## src/design/gihd_pkg.sv

```systemverilog
// ----------------------------------------------------------------------------
// gihd_pkg
// Shared types and constants of the 2x2 half downsampler.
// ----------------------------------------------------------------------------
`default_nettype none

package gihd_pkg;

	localparam int unsigned PixW    = 8;
	localparam int unsigned PairW   = 9;
	localparam int unsigned CfgW    = 12;
	localparam int unsigned CfgIdxW = 2;

	localparam logic [CfgIdxW-1:0] CFG_FRAME_WIDTH  = 2'd0;
	localparam logic [CfgIdxW-1:0] CFG_FRAME_HEIGHT = 2'd1;

	localparam logic [CfgW-1:0] FRAME_WIDTH_RST  = 12'd640;
	localparam logic [CfgW-1:0] FRAME_HEIGHT_RST = 12'd480;

	// raster position of the pixel on the input port
	typedef struct packed {
		logic col_odd;
		logic row_odd;
		logic last;
		logic ok;
	} gihd_pos_t;

endpackage

`default_nettype wire

```

## src/design/gihd_raster.sv

```systemverilog
// ----------------------------------------------------------------------------
// gihd_raster
// Frame size registers and column/row counters of the input raster.
// ----------------------------------------------------------------------------
`default_nettype none

module gihd_raster #(
	parameter int unsigned MAX_WIDTH  = 2048,
	parameter int unsigned MAX_HEIGHT = 2048,
	parameter int unsigned CW         = 11,
	parameter int unsigned RW         = 11
) (
	input  wire logic                            clk,
	input  wire logic                            arst_n,
	input  wire logic                            cfg_we,
	input  wire logic [gihd_pkg::CfgIdxW-1:0]   cfg_index,
	input  wire logic [gihd_pkg::CfgW-1:0]      cfg_data,
	input  wire logic                            step,
	output      gihd_pkg::gihd_pos_t            pos,
	output      logic [CW-1:0]                   col
);

	localparam int unsigned CmpWW = (gihd_pkg::CfgW > CW + 1) ? gihd_pkg::CfgW : CW + 1;
	localparam int unsigned CmpHW = (gihd_pkg::CfgW > RW + 1) ? gihd_pkg::CfgW : RW + 1;

	logic [gihd_pkg::CfgW-1:0] frame_width_q;
	logic [gihd_pkg::CfgW-1:0] frame_height_q;
	logic [CW-1:0]             col_q;
	logic [RW-1:0]             row_q;

	logic [CmpWW-1:0] fw_ext;
	logic [CmpHW-1:0] fh_ext;
	logic             w_zero, w_over, h_zero, h_over;
	logic [CW-1:0]    w_last_col;
	logic [RW-1:0]    h_last_row;
	logic             at_last_col, at_last_row;

	always_comb begin
		fw_ext = CmpWW'(frame_width_q);
		fh_ext = CmpHW'(frame_height_q);
		w_zero = (frame_width_q == '0);
		h_zero = (frame_height_q == '0);
		w_over = fw_ext > CmpWW'(MAX_WIDTH);
		h_over = fh_ext > CmpHW'(MAX_HEIGHT);
		// clamp to 1 .. max for counting
		if (w_zero) begin
			w_last_col = '0;
		end else if (w_over) begin
			w_last_col = CW'(MAX_WIDTH - 1);
		end else begin
			w_last_col = CW'(fw_ext - CmpWW'(1));
		end
		if (h_zero) begin
			h_last_row = '0;
		end else if (h_over) begin
			h_last_row = RW'(MAX_HEIGHT - 1);
		end else begin
			h_last_row = RW'(fh_ext - CmpHW'(1));
		end
		at_last_col = (col_q == w_last_col);
		at_last_row = (row_q == h_last_row);
		pos.col_odd = col_q[0];
		pos.row_odd = row_q[0];
		pos.last    = at_last_col && at_last_row;
		pos.ok      = !w_zero && !w_over && !frame_width_q[0]
			&& !h_zero && !h_over && !frame_height_q[0];
	end

	assign col = col_q;

	always_ff @(posedge clk or negedge arst_n) begin
		if (!arst_n) begin
			frame_width_q  <= gihd_pkg::FRAME_WIDTH_RST;
			frame_height_q <= gihd_pkg::FRAME_HEIGHT_RST;
		end else if (cfg_we) begin
			if (cfg_index == gihd_pkg::CFG_FRAME_WIDTH) begin
				frame_width_q <= cfg_data;
			end
			if (cfg_index == gihd_pkg::CFG_FRAME_HEIGHT) begin
				frame_height_q <= cfg_data;
			end
		end
	end

	// any register write restarts the frame
	always_ff @(posedge clk or negedge arst_n) begin
		if (!arst_n) begin
			col_q <= '0;
			row_q <= '0;
		end else if (cfg_we) begin
			col_q <= '0;
			row_q <= '0;
		end else if (step) begin
			if (at_last_col) begin
				col_q <= '0;
				row_q <= at_last_row ? '0 : row_q + RW'(1);
			end else begin
				col_q <= col_q + CW'(1);
			end
		end
	end

endmodule

`default_nettype wire

```

## config.mk

```make
export PLATFORM = sky130hd
export DESIGN_NAME = gihd_raster
export DESIGN_NICKNAME = d
export VERILOG_FILES = /design/src/design/gihd_pkg.sv /design/src/design/gihd_raster.sv
export SDC_FILE = /design/constraint.sdc
export NUM_CORES = 1
export LEC_CHECK = 0
export BUFFER_PORTS_ARGS = -buffer_cell sky130_fd_sc_hd__buf_2
export CORE_UTILIZATION = 25
export DETAILED_ROUTE_END_ITERATION = 7
export PLACE_DENSITY = 0.41
export SLEW_MARGIN = 25
export SYNTH_ARGS = -nofsm -noshare
export SYNTH_HDL_FRONTEND = slang
export SYNTH_SLANG_ARGS = --single-unit
export TNS_END_PERCENT = 1
```

## constraint.sdc

```tcl
create_clock -name clk -period 6.2 [get_ports clk]
set_input_delay 0.93 -clock clk [delete_from_list [all_inputs] [get_ports clk]]
set_output_delay 0.93 -clock clk [all_outputs]
set_load 0.01 [all_outputs]
```

==> flow_summary_export.csv, run 1 <==
group,metric,value,unit
critical_path,crit_type,"flop to output pin",
global_route,antenna_found_initial,0,
global_route,grt_remaining_overflow,0,
clock_tree,clk-insertion-delay-late,300,ps
synthesis,syn_nets,456,
critical_path,end_kind,"output pin",
drt,drt_wl_total,11.20,mm
power,seqPwrFrac,0.421,
synthesis,synth-seq-cells,46,
synthesis,synth_cell_types,75,
placement,portBuffers,32,
floorplan,start_util,0.2557,
final_layout,n_fill_cell,1603,
synthesis,synthFlopType,"dfrtp_1",
drt,vias,3494,
timing,rsz0062_at_grt,"no",
clock_tree,cts_hold_buf,0,
power,p_per_area,242.8,nW/um2
run_status,status,"completed",
clock_tree,numCtsBuffers,5,
drt,drt-initial-drc-count,216,
synthesis,yosys.area_share.simple,0.2714,
floorplan,ios,33,
synthesis,synth_compound_area_frac,0.2411,
synthesis,synth-xor-area-share,0.03300,
final_layout,fin_cells,628,
synthesis,synth_top_family_by_area,"simple AND/OR/NAND/NOR gates",
critical_path,cp_cell_sequence,"inv_1 > ha_1 > or4b_1 > o31ai_1 > a31oi_1 > or3_1 > a32o_1 > nor4_4 > buf_4 > nor2b_1 > buf_2",
synthesis,ys_seq_area_frac,0.3118,
synthesis,ys_warn_count,0,
global_route,grt_pass1_wl,18.33,mm
placement,place_inst,620,
clock_tree,tritoncts,"done",
critical_path,crit_path_start_kind,"flop",
final_layout,nets,465,
power,fin_total_pwr,1.003,mW
timing,setup_ws,1398,ps
timing,final-hold-violation-count,0,
critical_path,cp_data_arrival_time,3870,ps
timing,period_share,0.7746,
global_route,globalRouteMet1Util,0.2100,
clock_tree,cts.repair.resized,0,
synthesis,synth_top_area_frac,0.2694,
synthesis,synth_edf_count,0,
timing,setup-tns-final,0,ps
timing,finClkSkew,5.952,ps
synthesis,synthMuxAreaShare,0.06566,
drt,vias_per_cell,5.564,
final_layout,num_antenna_cells,0,
timing,slew_headroom,0.3957,
synthesis,syn_avg_cell_area,8.562,um2
global_route,grt_pass1_vias,3305,
clock_tree,cts_root_buffer,"clkbuf_16",
placement,dp_hpwl,8.285,mm
global_route,busiest_layer,"met2",
drt,dr.pass1.iters,5,
global_route,met3_usage,0.02381,
final_layout,final_util,0.2843,
floorplan,dieWidth,123.9,um
synthesis,synth_adder_area_share,0.01347,
power,p_leak,1.594,nW
floorplan,die_h,123.9,um
floorplan,row_count,44,
synthesis,syn_area,3716,um2
power,pwr-share-clk,0.291,
placement,gp_congestion,0.8557,
power,p_switching,387.1,uW
critical_path,critical_path.max_stage_delay,630,ps
critical_path,critPathBufInv,3,
timing,final-setup-viol-count,0,
final_layout,final_cell_mix,"40 x dfrtp_1, 32 x buf_2, 26 x nand2_1",
global_route,track_usage,0.1567,
clock_tree,clkTransAtPathRegs,70,ps
timing,fin_crit,4802,ps
synthesis,async_flop_share,1.000,
synthesis,synthCells,434,
timing,worst_slew_pin_slew,898.1,ps
timing,max_freq,0.2082,GHz
clock_tree,cts_setup_buffers,0,
critical_path,required,5270,ps
power,swShare,0.3858,
critical_path,worst-r2r-setup-slack,2170,ps
synthesis,synth_area_leader_cell,"dfrtp_1",
floorplan,core,14530,um2
power,p_comb_frac,0.287,
final_layout,layout_commonest_cell,"dfrtp_1",
drt,wire_per_inst,17.83,um
final_layout,syn_to_final_growth,11.18,%
clock_tree,cts.sinks,46,
flow_run,maxCapViolCount,0,
power,peakVddDrop,106.6,uV
critical_path,slowest_stage,"or4b_1",
drt,drc,0,
placement,pre_cts_slack,1718,ps
min_path,hold_class,"flop to flop",
final_layout,final_layout_size_suffix_gt1_frac,0.2072,
power,intPower,616.2,uW
timing,maxSlewViolCount,0,
global_route,grt_start_max_net_pins,47,
clock_tree,htree_levels,2,
clock_tree,clock_path_buffers,2,
synthesis,synth_area_leaders,"dfrtp_1 27%, mux2_2 5.8%, dfstp_2 4.2%",
critical_path,path_max_fanout,19,
floorplan,die_area,15360,um2
critical_path,path_delay_family,"simple AND/OR/NAND/NOR gates",
global_route,use_met2,0.2569,
drt,ant_nets,0,
cell families after synthesis:
kind of cell | count (synthesis)
adder cells (fa/ha/maj) | 4
multiplexers | 22
AO/OA/AOI/OAI | 121
XOR/XNOR | 14
AND/OR/NAND/NOR | 172
flip-flops | 46
buffers and inverters | 55
power by group through the flow:
| stage | Combinational [mW] | Sequential (mW) | Clock, mW |
|---|---|---|---|
| detailed placement | 0.289 | 0.429 | 0 |
| floorplan | 0.258 | 0.373 | 0 |
| global placement | 0.287 | 0.429 | 0 |
| global route | 0.322 | 0.434 | 0.315 |
| finish | 0.288 | 0.423 | 0.292 |
| CTS | 0.289 | 0.423 | 0.304 |
Yosys cell counts (all sizes together), types with 4 or more instances:
master   instances
dfrtp           40
nand2           26
nor2            25
clkbuf          21
inv             21
mux2            19
o21ai           19
nor3            18
a21oi           17
nand3           17
nor4            15
or3             13
buf             12
o31ai           12
a31oi            9
and3             9
nand2b           8
nand4            8
or4              8
xnor2            8
a21o             7
dfstp            6
xor2             6
a2111oi          5
nor2b            5
a211oi           4
a221oi           4
ha               4
o211ai           4
o31a             4
o32a             4
registers in the layout, indices dropped and copies added (netlist names):
name           count
fh_ext            12
frame_width_q     12
row_q             11
col               11
worst min-delay path: stages, from the launching register on:
cell and delay, ps:
dfrtp_1 440, nand2_1 80, a21oi_1 60
layer usage:
layer,part of all wire,vias to the layer above
met5,0,-
met2,0.48,52
li1,-,1695
met4,0.019,0
met1,0.47,1731
met3,0.030,16
per-stage QoR:
step                cell area, um2  hold slack, ps
floorplan                     3716           509.4
global placement              3980           588.9
detailed placement            3980           609.9
CTS                           4131           621.7
global route                  4131           655.6
finish                        4131           619.2
worst paths after layout:
check | start | to | cells after the start
hold / removal | row_q[1] | row_q[1] | 2
hold reg to reg | row_q[1] | row_q[1] | 2
setup / recovery | fh_ext[0] | pos[1] | 11
max in group asynchronous | arst_n | col[6] | 2
min in group asynchronous | arst_n | fh_ext[0] | 2
setup reg to reg | frame_width_q[0] | row_q[6] | 10
area by class of cell:
cell class,instances,area [um2],area share
Inverter,22,82.58,0.01999
Tap cell,184,230.2,0.05572
Sequential cell,46,1159,0.2804
Clock inverter,3,26.28,0.006360
Multi-Input combinational cell,333,2326,0.5630
Timing Repair Buffer,35,182.7,0.04422
Clock buffer,5,125.1,0.03028
(Power assumes the default switching activity.)
==> run 2, diff against run 1 <==
ABC_AREA = 1   (was unset)
clock period = 5 ns   (was 6.2 ns; I/O delays follow)
==> run 2 against run 1 <==
Compared with the run above:
- non-clock buffer count shrank 1
- clock power grew 32%
- sequential power grew 10%
- worst setup slack lost 100 ps
- global-route usage shrank 1.0 points
- clock skew grew 4.4 ps
- register-to-register slack lost 240 ps
- hold slack lost 130 ps
- synthesized cell count grew 22%
- final cell count grew 17%
- area after synthesis shrank 7.1%
- critical endpoint unchanged
- highest routed layer unchanged
==> flow_summary_export.csv, run 2 <==
group,metric,value,unit
floorplan,ios,33,
drt,wire_per_inst,13.03,um
timing,fin_crit,3707,ps
critical_path,cp_cell_sequence,"inv_1 > ha_1 > nand2_1 > nor2_1 > nand2_1 > nand2_1 > nand3_1 > a21oi_1 > nand3_1 > nor2_1 > buf_4 > and3_1 > buf_2",
critical_path,crit_end,"pos[1]",
flow_run,maxCapViolCount,0,
placement,dp_hpwl,7.483,mm
synthesis,synth_cell_types,34,
timing,slew_headroom,0.4669,
drt,dr.pass1.iters,4,
synthesis,syn_nets,553,
global_route,grt_pass1_wl,16.59,mm
synthesis,synth_edf_count,0,
critical_path,crit_type,"flop to output pin",
timing,final-setup-viol-count,0,
critical_path,critPathBufInv,3,
critical_path,slowest_stage,"dfrtp_1",
timing,rsz0062_at_grt,"no",
synthesis,syn_avg_cell_area,6.499,um2
clock_tree,htree_levels,2,
floorplan,start_util,0.2585,
critical_path,critical_path.max_stage_delay,380,ps
floorplan,die_area,14280,um2
clock_tree,cts_hold_buf,0,
drt,drt_wl_total,9.553,mm
run_status,status,"completed",
synthesis,synth-seq-cells,46,
critical_path,required,4250,ps
critical_path,startpoint,"fh_ext[0]",
floorplan,dieWidth,119.5,um
placement,pre_cts_slack,1558,ps
timing,finClkSkew,10.34,ps
power,p_per_area,314.4,nW/um2
critical_path,path_delay_family,"simple AND/OR/NAND/NOR gates",
placement,gp_congestion,0.9070,
critical_path,rr_worst_depth,17,
final_layout,layout_commonest_cell,"nand2_1",
power,p_leak,1.987,nW
drt,drc,0,
clock_tree,cts.repair.resized,0,
clock_tree,tritoncts,"done",
global_route,track_usage,0.1467,
synthesis,netlist_top_cells_count,"187 x nand2_1, 63 x inv_1, 54 x nand3_1, 52 x nor2_1, 40 x dfrtp_1",
synthesis,syn_area,3451,um2
critical_path,crit_top_cell,"nand2_1",
critical_path,r2r_end,"row_q[8]",
clock_tree,numCtsBuffers,5,
synthesis,synthFlopType,"dfrtp_1",
drt,vias_per_cell,4.554,
synthesis,ys_seq_area_frac,0.3358,
synthesis,async_flop_share,1.000,
timing,maxSlewViolCount,0,
clock_tree,cts_setup_buffers,0,
timing,setup-tns-final,0,ps
global_route,antenna_found_initial,0,
critical_path,worst-r2r-setup-slack,1930,ps
final_layout,num_antenna_cells,0,
global_route,grt_start_max_net_pins,47,
final_layout,final_layout_size_suffix_gt1_frac,0.1203,
drt,ant_nets,0,
clock_tree,clk-insertion-delay-late,290,ps
final_layout,final_cell_mix,"187 x nand2_1, 63 x inv_1, 54 x nand3_1",
clock_tree,clkTransAtPathRegs,60,ps
critical_path,crit_path_start_kind,"flop",
critical_path,r2r-start,"frame_width_q[0]",
drt,drt-initial-drc-count,267,
synthesis,synth_top_area_frac,0.2901,
final_layout,nets,578,
min_path,hold_class,"flop to flop",
critical_path,path_max_fanout,16,
timing,final-hold-violation-count,0,
floorplan,core,13350,um2
floorplan,row_count,42,
clock_tree,clock_path_buffers,2,
synthesis,synth_area_leaders,"dfrtp_1 29%, nand2_1 20%, nand3_1 7.8%",
synthesis,ys_warn_count,0,
timing,max_freq,0.2697,GHz
synthesis,synthCells,531,
timing,setup_ws,1293,ps
synthesis,synth_area_leader_cell,"dfrtp_1",
drt,vias,3338,
placement,portBuffers,32,
synthesis,yosysMostFrequentCell,"nand2_1",
timing,worst_slew_pin_slew,798.7,ps
power,peakVddDrop,109.3,uV
clock_tree,cts_root_buffer,"clkbuf_16",
critical_path,cp_num_cells,13,
timing,period_share,0.7415,
critical_path,end_kind,"output pin",
floorplan,die_h,119.5,um
global_route,grt_remaining_overflow,0,
critical_path,cp_data_arrival_time,2960,ps
clock_tree,cts.sinks,46,
global_route,grt_pass1_vias,3420,
final_layout,syn_to_final_growth,13.13,%
[run 2: cell types whose count changed after synthesis, sizes merged, moves of 13 or more]
cell	before	now
or3	13	0
inv	21	63
clkbuf	21	5
nand3	17	61
mux2	19	0
nor2	25	57
nand2	26	193
nor4	15	1
o21ai	19	35
[run 2: worst min path at each step]
stage	depth (start not counted)	slack, ps	endpoint	from
2_1_floorplan	0	450	col[0]	arst_n
3_3_place_gp	2	470	frame_width_q[0]	frame_width_q[0]
3_5_place_dp	2	480	frame_width_q[0]	frame_width_q[0]
4_1_cts	2	490	frame_width_q[0]	frame_width_q[0]
5_1_grt	2	550	fh_ext[0]	fh_ext[0]
6_report	2	490	frame_width_q[0]	frame_width_q[0]
[run 2: through the flow]
stage / utilization / area, um2 / instances / power [mW] / hold slack (ps)
final: 0.2925 / 3904 / 733 / 1.227 / 486.3
after global routing: 0.2925 / 3904 / 733 / 1.330 / 546.4
after CTS: 0.2925 / 3904 / 733 / 1.242 / 492.4
after detailed placement: 0.2800 / 3737 / 725 / 0.8541 / 477.7
after global placement: 0.2800 / 3737 / 725 / 0.8540 / 472.8
after floorplan: - / 3451 / 531 / 0.7558 / 453.0
[run 2: report_power, final]
group          switching, mW  internal (mW)
Combinational          0.249          0.129
Sequential            0.0510          0.415
Clock                  0.147          0.236
[run 2: final cells by class]
type	count	area (um2)
timing repair buffer	34	175.2
multi-input combinational	406	1947
fill	1518	9444
inverter	63	236.5
clock inverter	2	37.54
sequential	46	1159
tap	176	220.2
clock buffer	6	128.9
[run 2: tightest hold or removal path, delay by kind of cell, from the launching register on]
family,cells,cell delay (ps)
DFF,1,340
AOI/OAI and AO/OA,1,60
and+or+nand+nor,1,50
[run 2: metal layers]
metal | global-route usage | share of wire
met3 | 0.02203 | 0.032
met2 | 0.2579 | 0.49
met5 | 0 | 0
met1 | 0.1841 | 0.47
met4 | 0.04219 | 0.015
[run 2: cell families (layout without fill, tap and decap cells)]
kind of cell,count (synthesis),in the layout,share of synthesized area
XOR/XNOR,15,15,0.03807
adder cells (fa/ha/maj),4,4,0.01450
flip-flops,46,46,0.3358
AND/OR/NAND/NOR,337,337,0.4358
buffers and inverters,79,105,0.1001
AO/OA/AOI/OAI,50,50,0.07578
